===== config.mk =====
export PLATFORM = sky130hd
export DESIGN_NAME = multi_channel_timeout_unit_flat
export DESIGN_NICKNAME = d
export VERILOG_FILES = /design/src/rtl/mctu_pkg.sv /design/src/rtl/mctu_if.sv /design/src/rtl/mctu_front.sv /design/src/rtl/mctu_cmd_fifo.sv /design/src/rtl/mctu_back.sv /design/src/rtl/multi_channel_timeout_unit.sv /design/src/flat_wrapper.sv
export VERILOG_INCLUDE_DIRS = /design/src /design/src/rtl
export SDC_FILE = /design/constraint.sdc
export NUM_CORES = 1
export LEC_CHECK = 0
export BUFFER_PORTS_ARGS = -buffer_cell sky130_fd_sc_hd__buf_2
export CAP_MARGIN = 15
export CORE_AREA = 2 2 244 198
export CTS_CLUSTER_SIZE = 8
export DETAILED_ROUTE_END_ITERATION = 6
export DIE_AREA = 0 0 246 200
export PLACE_DENSITY = 0.78
export SETUP_SLACK_MARGIN = 0.05
export SLEW_MARGIN = 10
export SYNTH_ARGS = -nofsm -noshare
export SYNTH_HDL_FRONTEND = slang
export SYNTH_SLANG_ARGS = --single-unit

===== constraint.sdc =====
create_clock -name clk_i -period 12.26 [get_ports clk_i]
set_clock_uncertainty 0.15 [all_clocks]
set_input_delay 2.452 -clock clk_i [delete_from_list [all_inputs] [get_ports clk_i]]
set_output_delay 2.452 -clock clk_i [all_outputs]
set_load 0.03 [all_outputs]

===== src/rtl/assert_macros.svh =====
// assertion helpers for the rtl
`ifndef ASSERT_MACROS_SVH
`define ASSERT_MACROS_SVH

// property must hold at every rising clock edge outside reset
`define MCTU_ASSERT(name, clk, rst_n, prop, msg) \
  name: assert property (@(posedge clk) disable iff (!rst_n) (prop)) else $error(msg);

// condition must never be seen outside reset
`define MCTU_NEVER(name, clk, rst_n, cond, msg) \
  name: assert property (@(posedge clk) disable iff (!rst_n) !(cond)) else $error(msg);

`endif


===== src/rtl/mctu_pkg.sv =====
`default_nettype none

package mctu_pkg;

  // field widths
  localparam int unsigned FuncW    = 2;
  localparam int unsigned ChanW    = 8;
  localparam int unsigned TimeW    = 32;
  localparam int unsigned ExpChW   = 3;

  // configuration registers
  localparam int unsigned NumRegs  = 8;
  localparam int unsigned RegIdxW  = 3;
  localparam logic [TimeW-1:0] TimeoutRst = 32'd1000;

  // command queue between front and back
  localparam int unsigned QDepth   = 2;
  localparam int unsigned QPtrW    = 1;

  typedef enum logic [FuncW-1:0] {
    OpTrigger = 2'd0,
    OpClear   = 2'd1,
    OpReload  = 2'd2,
    OpPoll    = 2'd3
  } op_e;

  // classified command as it sits in the queue
  typedef struct packed {
    op_e              op;
    logic             bad_ch;
    logic [ChanW-1:0] channel;
    logic [TimeW-1:0] now_ms;
  } cmd_t;

  // queue fill status seen by both sides
  typedef struct packed {
    logic full;
    logic empty;
  } q_stat_t;

endpackage

`default_nettype wire


===== src/rtl/mctu_if.sv =====
`default_nettype none

// command channel
interface mctu_in_if import mctu_pkg::*; ();
  logic             valid;
  logic             ready;
  logic [FuncW-1:0] func;
  logic [ChanW-1:0] channel;
  logic [TimeW-1:0] now_ms;

  modport source (output valid, func, channel, now_ms, input ready);
  modport sink   (input valid, func, channel, now_ms, output ready);
endinterface

// result channel
interface mctu_out_if import mctu_pkg::*; ();
  logic              valid;
  logic              ready;
  logic              status;
  logic              expired;
  logic [ExpChW-1:0] expired_channel;
  logic              last;

  modport source (output valid, status, expired, expired_channel, last, input ready);
  modport sink   (input valid, status, expired, expired_channel, last, output ready);
endinterface

`default_nettype wire


===== src/rtl/mctu_front.sv =====
`default_nettype none

module mctu_front import mctu_pkg::*; #(
  parameter int unsigned CHANNELS = 8
) (
  mctu_in_if.sink  in_i,
  input  q_stat_t  q_stat_i,
  output logic     q_push_o,
  output cmd_t     cmd_o
);

  // accept whenever the queue has room
  assign in_i.ready = !q_stat_i.full;
  assign q_push_o   = in_i.valid && !q_stat_i.full;

  // decode operation and check the channel range, poll ignores the channel
  always_comb begin
    cmd_o.op      = op_e'(in_i.func);
    cmd_o.channel = in_i.channel;
    cmd_o.now_ms  = in_i.now_ms;
    cmd_o.bad_ch  = (cmd_o.op != OpPoll) && (in_i.channel >= ChanW'(CHANNELS));
  end

endmodule

`default_nettype wire


===== src/rtl/mctu_cmd_fifo.sv =====
`default_nettype none

module mctu_cmd_fifo import mctu_pkg::*; (
  input  logic    clk_i,
  input  logic    rst_ni,
  input  logic    push_i,
  input  cmd_t    cmd_i,
  input  logic    pop_i,
  output cmd_t    cmd_o,
  output q_stat_t stat_o
);

  cmd_t             entry_q [QDepth];
  logic [QPtrW-1:0] wr_ptr_q;
  logic [QPtrW-1:0] rd_ptr_q;
  logic [QPtrW:0]   cnt_q;

  assign stat_o.full  = (cnt_q == (QPtrW+1)'(QDepth));
  assign stat_o.empty = (cnt_q == '0);
  assign cmd_o        = entry_q[rd_ptr_q];

  // entry storage
  always_ff @(posedge clk_i) begin
    if (push_i) begin
      entry_q[wr_ptr_q] <= cmd_i;
    end
  end

  // pointers and fill count
  always_ff @(posedge clk_i or negedge rst_ni) begin
    if (!rst_ni) begin
      wr_ptr_q <= '0;
      rd_ptr_q <= '0;
      cnt_q    <= '0;
    end else begin
      if (push_i) begin
        wr_ptr_q <= (wr_ptr_q == QPtrW'(QDepth - 1)) ? '0 : wr_ptr_q + 1'b1;
      end
      if (pop_i) begin
        rd_ptr_q <= (rd_ptr_q == QPtrW'(QDepth - 1)) ? '0 : rd_ptr_q + 1'b1;
      end
      if (push_i && !pop_i) begin
        cnt_q <= cnt_q + 1'b1;
      end else if (pop_i && !push_i) begin
        cnt_q <= cnt_q - 1'b1;
      end
    end
  end

endmodule

`default_nettype wire


===== src/rtl/mctu_back.sv =====
`default_nettype none

module mctu_back import mctu_pkg::*; #(
  parameter int unsigned CHANNELS = 8
) (
  input  logic               clk_i,
  input  logic               rst_ni,
  input  logic               cfg_we_i,
  input  logic [RegIdxW-1:0] cfg_idx_i,
  input  logic [TimeW-1:0]   cfg_data_i,
  input  q_stat_t            q_stat_i,
  input  cmd_t               cmd_i,
  output logic               q_pop_o,
  mctu_out_if.source         out_o
);

  localparam int unsigned ChIdxW = (CHANNELS > 1) ? $clog2(CHANNELS) : 1;
  localparam logic [ChIdxW-1:0] LastIdx = ChIdxW'(CHANNELS - 1);

  typedef enum logic [1:0] {
    BkIdle,
    BkScan,
    BkEmit
  } bk_state_e;

  bk_state_e         state_q;
  logic [TimeW-1:0]  timeout_q [NumRegs];
  logic              running_q [CHANNELS];
  logic [TimeW-1:0]  start_q   [CHANNELS];
  logic [ChIdxW-1:0] idx_q;
  logic [CHANNELS-1:0] mask_q;
  logic [TimeW-1:0]  now_q;

  logic              out_valid_q;
  logic              out_status_q;
  logic              out_expired_q;
  logic [ExpChW-1:0] out_ch_q;
  logic              out_last_q;

  logic                slot_free;
  logic [ChIdxW-1:0]   cmd_ch;
  logic [TimeW-1:0]    elapsed;
  logic                hit;
  logic [ChIdxW-1:0]   low_idx;
  logic [CHANNELS-1:0] rest_mask;

  assign slot_free = !out_valid_q || out_o.ready;
  assign q_pop_o   = (state_q == BkIdle) && !q_stat_i.empty && slot_free;
  assign cmd_ch    = cmd_i.channel[ChIdxW-1:0];

  // one elapsed-time compare per scan cycle, modulo 2^32
  assign elapsed = now_q - start_q[idx_q];
  assign hit     = running_q[idx_q] && (elapsed > timeout_q[RegIdxW'(idx_q)]);

  // lowest pending expiry and what is left after reporting it
  always_comb begin
    low_idx = '0;
    for (int i = CHANNELS - 1; i >= 0; i--) begin
      if (mask_q[i]) begin
        low_idx = ChIdxW'(i);
      end
    end
    rest_mask = mask_q & ~(CHANNELS'(1) << low_idx);
  end

  assign out_o.valid           = out_valid_q;
  assign out_o.status          = out_status_q;
  assign out_o.expired         = out_expired_q;
  assign out_o.expired_channel = out_ch_q;
  assign out_o.last            = out_last_q;

  // command execution, poll scan and result register
  always_ff @(posedge clk_i or negedge rst_ni) begin
    if (!rst_ni) begin
      state_q       <= BkIdle;
      idx_q         <= '0;
      mask_q        <= '0;
      now_q         <= '0;
      out_valid_q   <= 1'b0;
      out_status_q  <= 1'b0;
      out_expired_q <= 1'b0;
      out_ch_q      <= '0;
      out_last_q    <= 1'b0;
      for (int r = 0; r < NumRegs; r++) begin
        timeout_q[r] <= TimeoutRst;
      end
      for (int c = 0; c < CHANNELS; c++) begin
        running_q[c] <= 1'b0;
        start_q[c]   <= '0;
      end
    end else begin
      if (cfg_we_i) begin
        timeout_q[cfg_idx_i] <= cfg_data_i;
      end
      if (out_o.ready) begin
        out_valid_q <= 1'b0;
      end

      case (state_q)
        BkIdle: begin
          if (q_pop_o) begin
            if (cmd_i.op == OpPoll) begin
              state_q <= BkScan;
              idx_q   <= '0;
              mask_q  <= '0;
              now_q   <= cmd_i.now_ms;
            end else begin
              out_valid_q   <= 1'b1;
              out_expired_q <= 1'b0;
              out_ch_q      <= '0;
              out_last_q    <= 1'b1;
              out_status_q  <= 1'b0;
              if (cmd_i.bad_ch) begin
                out_status_q <= 1'b1;
              end else begin
                case (cmd_i.op)
                  OpTrigger: begin
                    if (running_q[cmd_ch]) begin
                      out_status_q <= 1'b1;
                    end else begin
                      running_q[cmd_ch] <= 1'b1;
                      start_q[cmd_ch]   <= cmd_i.now_ms;
                    end
                  end
                  OpClear: begin
                    if (running_q[cmd_ch]) begin
                      running_q[cmd_ch] <= 1'b0;
                      start_q[cmd_ch]   <= '0;
                    end
                  end
                  OpReload: begin
                    if (running_q[cmd_ch]) begin
                      start_q[cmd_ch] <= cmd_i.now_ms;
                    end
                  end
                  default: ;
                endcase
              end
            end
          end
        end

        // mark expired channels and return them to idle
        BkScan: begin
          mask_q[idx_q] <= hit;
          if (hit) begin
            running_q[idx_q] <= 1'b0;
            start_q[idx_q]   <= '0;
          end
          if (idx_q == LastIdx) begin
            state_q <= BkEmit;
          end else begin
            idx_q <= idx_q + 1'b1;
          end
        end

        // report expiries in rising channel order
        BkEmit: begin
          if (slot_free) begin
            out_valid_q  <= 1'b1;
            out_status_q <= 1'b0;
            if (mask_q == '0) begin
              out_expired_q <= 1'b0;
              out_ch_q      <= '0;
              out_last_q    <= 1'b1;
              state_q       <= BkIdle;
            end else begin
              out_expired_q <= 1'b1;
              out_ch_q      <= ExpChW'(low_idx);
              out_last_q    <= (rest_mask == '0);
              mask_q        <= rest_mask;
              if (rest_mask == '0) begin
                state_q <= BkIdle;
              end
            end
          end
        end

        default: state_q <= BkIdle;
      endcase
    end
  end

endmodule

`default_nettype wire


===== src/rtl/multi_channel_timeout_unit.sv =====
`default_nettype none
`include "assert_macros.svh"

// Eight (CHANNELS) one-shot millisecond timeout channels. Each command item
// carries an operation (trigger, clear, reload, poll), a channel number and
// the current free-running millisecond time; every command answers with one
// result, a poll with one result per expired channel in rising channel order
// or a single "nothing expired" result, the final one flagged by last. Items
// enter through a two-entry command queue, so commands are taken while the
// back end is busy or a result waits. Trigger, clear and reload are carried
// out in the back end in the cycle that takes them from the queue. A poll
// is taken from the queue, then scans the channels one channel per cycle
// through the single elapsed-time subtract and compare, then reports its
// results in turn; a result that waits on the result side stalls the back
// end for as long. Timeout registers reset to 1000 ms and should be written
// only while no command is in flight.
module multi_channel_timeout_unit import mctu_pkg::*; #(
  parameter int unsigned CHANNELS = 8
) (
  input  logic               clk_i,
  input  logic               rst_ni,
  mctu_in_if.sink            in_i,
  mctu_out_if.source         out_o,
  input  logic               cfg_we_i,
  input  logic [RegIdxW-1:0] cfg_idx_i,
  input  logic [TimeW-1:0]   cfg_data_i
);

  logic    q_push;
  logic    q_pop;
  cmd_t    cmd_in;
  cmd_t    cmd_out;
  q_stat_t q_stat;
  logic    exp_fire;
  logic    exp_ch_ok;

  // accept and classify
  mctu_front #(
    .CHANNELS (CHANNELS)
  ) u_front (
    .in_i     (in_i),
    .q_stat_i (q_stat),
    .q_push_o (q_push),
    .cmd_o    (cmd_in)
  );

  // command queue
  mctu_cmd_fifo u_fifo (
    .clk_i  (clk_i),
    .rst_ni (rst_ni),
    .push_i (q_push),
    .cmd_i  (cmd_in),
    .pop_i  (q_pop),
    .cmd_o  (cmd_out),
    .stat_o (q_stat)
  );

  // channel state, scan and results
  mctu_back #(
    .CHANNELS (CHANNELS)
  ) u_back (
    .clk_i      (clk_i),
    .rst_ni     (rst_ni),
    .cfg_we_i   (cfg_we_i),
    .cfg_idx_i  (cfg_idx_i),
    .cfg_data_i (cfg_data_i),
    .q_stat_i   (q_stat),
    .cmd_i      (cmd_out),
    .q_pop_o    (q_pop),
    .out_o      (out_o)
  );

  // expiry result on the output and its channel range
  assign exp_fire  = out_o.valid && out_o.expired;
  assign exp_ch_ok = (4'(out_o.expired_channel) < 4'(CHANNELS));

  // queue and result checks
  `MCTU_NEVER(a_push_full, clk_i, rst_ni, q_push && q_stat.full, "push into full queue")
  `MCTU_NEVER(a_pop_empty, clk_i, rst_ni, q_pop && q_stat.empty, "pop from empty queue")
  `MCTU_ASSERT(a_exp_range, clk_i, rst_ni, exp_fire |-> exp_ch_ok, "expiry on unused channel")
  `MCTU_ASSERT(a_exp_ok, clk_i, rst_ni, exp_fire |-> !out_o.status, "expiry with error status")

endmodule

`default_nettype wire

===== src/flat_wrapper.sv =====
// flat-port wrapper written by rule: the top's interface ports become plain ports
module multi_channel_timeout_unit_flat import mctu_pkg::*;
#(
  parameter int unsigned CHANNELS = 8
)
  (clk_i, rst_ni, cfg_we_i, cfg_idx_i, cfg_data_i, in_i_valid, in_i_func, in_i_channel, in_i_now_ms, in_i_ready, out_o_valid, out_o_status, out_o_expired, out_o_expired_channel, out_o_last, out_o_ready);
  mctu_in_if in_i_i ();
  mctu_out_if out_o_i ();
  input  logic clk_i;
  input  logic rst_ni;
  input  logic cfg_we_i;
  input  logic [RegIdxW-1:0] cfg_idx_i;
  input  logic [TimeW-1:0] cfg_data_i;
  input wire logic [$bits(in_i_i.valid)-1:0] in_i_valid;
  input wire logic [$bits(in_i_i.func)-1:0] in_i_func;
  input wire logic [$bits(in_i_i.channel)-1:0] in_i_channel;
  input wire logic [$bits(in_i_i.now_ms)-1:0] in_i_now_ms;
  output wire logic [$bits(in_i_i.ready)-1:0] in_i_ready;
  output wire logic [$bits(out_o_i.valid)-1:0] out_o_valid;
  output wire logic [$bits(out_o_i.status)-1:0] out_o_status;
  output wire logic [$bits(out_o_i.expired)-1:0] out_o_expired;
  output wire logic [$bits(out_o_i.expired_channel)-1:0] out_o_expired_channel;
  output wire logic [$bits(out_o_i.last)-1:0] out_o_last;
  input wire logic [$bits(out_o_i.ready)-1:0] out_o_ready;
  assign in_i_i.valid = in_i_valid;
  assign in_i_i.func = in_i_func;
  assign in_i_i.channel = in_i_channel;
  assign in_i_i.now_ms = in_i_now_ms;
  assign in_i_ready = in_i_i.ready;
  assign out_o_valid = out_o_i.valid;
  assign out_o_status = out_o_i.status;
  assign out_o_expired = out_o_i.expired;
  assign out_o_expired_channel = out_o_i.expired_channel;
  assign out_o_last = out_o_i.last;
  assign out_o_i.ready = out_o_ready;
  multi_channel_timeout_unit #(.CHANNELS(CHANNELS)) u_core (.clk_i(clk_i), .rst_ni(rst_ni), .in_i(in_i_i), .out_o(out_o_i), .cfg_we_i(cfg_we_i), .cfg_idx_i(cfg_idx_i), .cfg_data_i(cfg_data_i));
endmodule

; ---- Word level (Yosys, flattened, before mapping)
; Memories as Yosys holds them, arrays and structs flattened.
; Index checks and enable logic that the tools add are counted.
[word_totals]
memories = 1
ram_bits = 86
output_inout_bits = 8
word_cells = 225
input_bits = 82
register_bits = 576
latch_bits = 0
mem_bits_ro = 0
[op_classes]
n_reduce_logical = 33
bitwise_logic = 14
div = 0
muxes = 101
order_cmp = 10
n_addsub = 6
n_mul = 0
shift = 1
n_eq_ne = 23
[memory_table]
columns = name, words, word_bits, rd, rd_ports_with_merged_regs, write_ports, line
row1 = u_core.u_fifo.entry_q, 2, 43, 1, 0, 1, mctu_cmd_fifo.sv:13  ; cmd_t entry_q [QDepth];
[op_table]
columns = op, n
row1 = $mux 256, 7
row2 = $pmux 256 s3, 1
row3 = $and 256x256->256, 2
row4 = $bwmux 256, 2
row5 = $not 256->256, 2
row6 = $pmux 256 s2, 1
row7 = $demux 32 s3, 3
row8 = $mux 32, 7
row9 = $bmux 32 s3, 2
row10 = $mux 8, 10
row11 = $mux 3, 15
row12 = $gt 32x32->1, 1
row13 = $pmux 8 s2, 2
row14 = $sub 32x32->32, 1
row15 = $mux 1, 29
row16 = $and 8x8->8, 3
row17 = $not 8->8, 3
row18 = $pmux 8 s3, 1
row19 = $logic_not 8->1, 2
row20 = $mux 2, 8
row21 = $ne 2x2->1 const B, 8
row22 = $ge 4x4->1 const B, 3
row23 = $lt 4x1->1 const B, 3
row24 = $ne 3x3->1 const B, 4
row25 = other kinds (33), 68

; ---- Longest topological paths before layout
[depth]
word_depth = 16
ltp_mapped = 31
ltp_nobuf = 25

; ---- By module
; Synthesis repeated with hierarchy kept, for this count alone.
[unflattened]
hier_cells = 2378
hier_area_um2 = 30815.8
[by_module_without_submodules]
columns = mod, seq_area_each_um2, area_each_um2, n_inst, cells_per_inst
row1 = mctu_back, 14373.8, 26983.4, 1, 2181
row2 = mctu_cmd_fifo, 2682.6, 3490.8, 1, 150
row3 = mctu_front, 0.0, 341.6, 1, 47

; ---- Worst setup path after synthesis
; OpenSTA, ideal clock, no wires.
[synth_path]
kind = reg-to-reg
startpoint = register u_core.u_back.idx_q[0]
endpoint = register u_core.u_back.start_q[33] (netlist name)
synth_period_minus_slack_ns = 6.846
path_stages_with_launch = 30
setup_ns = 0.121
n_path_buf = 6
slack_ns = 5.414
arrival_time_ns = 6.575
cell_sequence = dfrtp_1 > clkbuf_1 > clkbuf_1 > nor3_1 > clkbuf_1 > clkbuf_1 > a22oi_1 > nand4_1 > ha_1 > inv_1 > fa_1 > a21oi_1 > o2111a_1 > o41ai_1 > a21o_1 > a221o_1 > a211o_1 > a21oi_1 > xnor2_1 > ha_1 > nand3_1 > o211ai_1 > a21oi_1 > o21ai_0 > nor3_1 > o41ai_4 > buf_4 > nand2_2 > clkbuf_1 > a22o_1
[synth_via]
elab_chain_len = 9
word_cells_on_any_way = 24
cone_classes = add/sub (1) / order compare (3) / eq/ne (1) / mux (13) / bitwise (3) / reduce/logical (3)
[synth_rtl]
columns = element, line
row1 = from (decl), mctu_back.sv:30  ; logic [ChIdxW-1:0] idx_q;
row2 = from (signal assigned), mctu_back.sv:153  ; idx_q <= idx_q + 1'b1;
row3 = $not 3->4 (implied by the code) *, "mctu_back.sv:52, mctu_back.sv:53, mctu_back.sv:148"
row4 = $bmux 32 s3 (tied with other cells), mctu_back.sv:52  ; assign elapsed = now_q - start_q[idx_q];
row5 = $mux 32 (implied by the code) or $logic_and 1x1->1 (tied branches), "mctu_back.sv:52, mctu_back.sv:148"
row6 = "$mux 32, on equally long branches", "mctu_back.sv:52, mctu_back.sv:148"
row7 = $sub 32x32->32 or $demux 32 s3 (tied branches), "mctu_back.sv:52, mctu_back.sv:148"
row8 = $gt 32x32->1 or $not 256->256 (tied branches), -
row9 = $logic_and 1x1->1 or $and 256x256->256 (tied branches), -
row10 = $ne 2x2->1 (no source line) or $mux 256 (tied branches), -
row11 = $reduce_and 9->1 (no source line) or $pmux 256 s2 (tied branches), -
row12 = "to (signal, indexed assignment)", mctu_back.sv:122  ; start_q[cmd_ch] <= cmd_i.now_ms;
row13 = "to (signal, indexed assignment)", mctu_back.sv:133  ; start_q[cmd_ch] <= cmd_i.now_ms;
row14 = to (decl), mctu_back.sv:29  ; logic [TimeW-1:0] start_q [CHANNELS];
; Every way passes the cells marked *; elsewhere a longest branch is shown, timed or not. The select of a mux whose other input is x is not followed.
; A chain may end at the register's enable or synchronous reset.

; ---- Worst setup path in the final report
[layout_path]
startpoint = register u_core.u_back.idx_q[0]
endpoint = register u_core.u_back.start_q[95] (netlist name)
; The elaborated chain is that of the path after synthesis.

==> impl_results.md <==
- Finished Layout Cells: 3056
- Startpoint Class: flip-flop
- Leakage: 0.0141 uW
- Final Cycle Share: 74.9%
- Power per cell area: 289 nW/um2
- Resize count post-CTS: 0
- Number of global-route vias before repair: approximately 22000
- Most used flip-flop cell after synthesis: dfrtp_1
- Initial core utilization: 63.7%
- Worst-Margin Slew: 1170 ps
- Hold WS: 321 ps
- Post-synth EDFFs: 76
- Min Tclk post-route: roughly 9200 ps
- Critical path peak fanout: 32
- Maximum vdd drop: 234 uV
- Routed length per placed instance: 27.0 um
- First-pass GRT wire length: 127000 um
- Vias: 21500
- Core Area: 46600 um2
- Sequential cell area fraction in the yosys report: 56.4%
- Post-CTS setup buffers: 0
- Unrepaired setup endpoints after global routing: false
- CTS tree: done
- Max-cap viol count: 0
- Vias per cell: around 7.0
- Share of layout cells above drive strength 1: between 10 and 15%
- Die area: between 40000 and 50000 um2
- PortBufs: 89
- Critical path class: flip-flop to flip-flop
- Mapped cell area: 29700 um2
- Placed cell count: 2922
- Cell taking the most area after synthesis: dfrtp_1
- Final core utilization: around 70%
- CTS max path bufs: 3
- Row Count: 71
- Die H: 200 um
- Layout Nets: 2550
- Initial DRC count: 2559
- Post-Route WL: between 80000 and 90000 um
- Yosys warns: 0
- Final Setup Violations: 0
- Syn avg cell area: 12.6 um2
- Worst Path Required: 12620 ps
- # IOs: 90
- Total power: 9550 uW
- Pre-antenna DRT Iters: 6
- Worst min path class: flip-flop to flip-flop
- Final Hold Viols: 0
- Clock latency reported for the late side of the worst-skew pair: ~630 ps
- Antenna violations before repair: 0
- Synth area leaders: dfrtp_1, a22o_1, mux2_1
- Peak Freq: between 100 and 150 MHz
- Top-count cell post-synth: dfrtp_1
- Status: finished, final reports clean
- Num CTS Buffers: 91
- Rel. slew slack: about 22%
- DR DRC count: 0
- Remaining Overflow, GRT: 0
- Layout area overhead: 11.5%
- CP arrival: 9550 ps
- Setup TNS: 0 ps
- Worst setup EP type: flip-flop
- Fraction of registers with async set/reset: roughly nine tenths
- Synth top cells by count: dfrtp_1, a22o_1, mux2_1
- H-tree lvl count: 3
- Synth top area share: 44.5%
- Post-route antenna net violation count: 0
- Syn_nets: 2502
- Mapped Cells: roughly 2300
- Pins Over Slew Limit: 0
- Final HPWL DP: 47400 um
- Synth cell types: 75
- CTS Hold Buffers Added: 0
- Clk slew on worst S/H paths: 50 ps
- Synth Register Bits: ~650
- Total global-route track usage: 33.9%
- Clock tree sinks: 652
- Routability cong.: between 0.9 and 1
- Root buf cell: clkbuf_16
- Die width: 246 um
- Largest net degree at the start of global routing: between 150 and 200
final timing paths:
check / startpoint / to / slack (ps) / cells past startpoint
min in group asynchronous: rst_ni / u_core.u_back.timeout_q[110] / 1770 / 1
max in group asynchronous: rst_ni / u_core.u_back.start_q[170] / 8490 / 2
worst min-delay path: u_core.u_back.out_o.expired_channel[2] / u_core.u_back.out_o.expired_channel[2] / 320 / 2
worst min register to register: u_core.u_back.out_o.expired_channel[2] / u_core.u_back.out_o.expired_channel[2] / 320 / 2
worst max-delay path: u_core.u_back.idx_q[0] / u_core.u_back.start_q[95] / 3080 / 25
worst max register to register: u_core.u_back.idx_q[0] / u_core.u_back.start_q[95] / 3080 / 25
cells by family (layout without fill, tap and decap cells):
| logic type | after synthesis | after routing | synth area share, % |
|---|---|---|---|
| compound gates | 742 | 742 | 19.5 |
| flops | 652 | 652 | 56.4 |
| simple gates | 354 | 354 | 6.00 |
| mux | 301 | 301 | 11.3 |
| buf+inv | 195 | 281 | 2.77 |
| fa+ha+maj | 72 | 72 | 3.06 |
| xor+xnor | 32 | 32 | 0.944 |
| other cells | 0 | 2 | 0 |
critical path, stage by stage (launching register included):
cell and delay, ps:
dfrtp_1 680, nor2b_1 290, and2_2 820, buf_4 580, a22oi_1 130, nand4_1 130, ha_1 180, inv_1 70
fa_1 420, a21oi_1 250, o2111a_1 300, o41ai_1 140, a21o_1 220, a221o_1 440, a211o_1 280, a21oi_1 170
xnor2_1 90, ha_1 320, nand3_1 130, o211ai_1 210, a21oi_1 50, o21ai_0 650, nor3_1 180, o41ai_4 810
nand2_2 800, a22o_1 470
sequential cells by signal, indices dropped and copies added, names as in the netlist, named ones only:
signal,cells
u_core.u_back.start_q,256
u_core.u_fifo.cnt_q,2
u_core.u_back.mask_q,8
u_core.u_back.out_o.valid,1
u_core.u_back.now_q,32
u_core.u_back.out_o.expired,1
u_core.u_back.state_q,2
u_core.u_back.out_o.status,1
u_core.u_back.timeout_q,256
u_core.u_back.out_o.last,1
u_core.u_fifo.wr_ptr_q,1
u_core.u_back.idx_q,3
u_core.u_back.out_o.expired_channel,3
u_core.u_fifo.entry_q,76
u_core.u_fifo.rd_ptr_q,1
where the power goes:
group,leakage [uW],internal [uW],switching [uW]
clock network,0.00121,1360,898
registers,0.00791,2850,411
logic,0.00499,1570,2460
per-stage QoR:
stage / worst slack [ps] / instance area [um2]
finish: 3080 / 33100
global placement: 3600 / 30600
global route: 2650 / 33100
floorplan: 5410 / 29700
CTS: 3330 / 33100
detailed placement: 3330 / 30600
layer usage:
layer / vias up / part of all wire, % / track usage (%)
li1: 9123 / - / -
met1: 11100 / 41 / 45.7
met2: 1144 / 46 / 53.3
met3: 202 / 10 / 9.75
met4: 0 / 2.8 / 11.5
met5: - / 0 / 0
cells in the final DEF (no fill, tap or decap), types with 8 or more instances in the layout:
cell | synthesis | layout
dfrtp_1 | 528 | 527
a22o_1 | 285 | 285
mux2_1 | 218 | 218
a22oi_1 | 132 | 132
nor2_1 | 105 | 102
clkbuf_16 | 0 | 92
buf_2 | 37 | 88
a21oi_1 | 82 | 82
edfxtp_1 | 76 | 76
ha_1 | 71 | 71
and3_1 | 71 | 69
a221oi_1 | 62 | 62
nand2_1 | 63 | 59
dfstp_2 | 48 | 48
o2bb2ai_1 | 41 | 41
mux2_2 | 40 | 40
mux2i_1 | 40 | 40
clkbuf_1 | 117 | 34
buf_4 | 6 | 33
o21ai_1 | 27 | 27
xnor2_1 | 22 | 22
inv_1 | 21 | 21
a21o_1 | 21 | 21
nand3_1 | 17 | 17
o21ai_0 | 17 | 17
nor3_1 | 20 | 16
nand2b_1 | 12 | 12
nor2b_1 | 15 | 10
xor2_1 | 10 | 10
o22ai_1 | 9 | 9
nand4_1 | 9 | 9
or3_1 | 8 | 8
o211ai_1 | 8 | 8
a31oi_1 | 8 | 8
final cells by class:
class | instances | area (um2)
Multi-Input combinational cell | 1501 | 12200
Clock inverter | 5 | 70.1
Fill cell | 3187 | 13500
Antenna cell | 2 | 5.00
Timing Repair Buffer | 125 | 763
Sequential cell | 652 | 16800
Tap cell | 620 | 776
Inverter | 25 | 93.8
Clock buffer | 126 | 2430
Power figures use the tool's default switching activity.
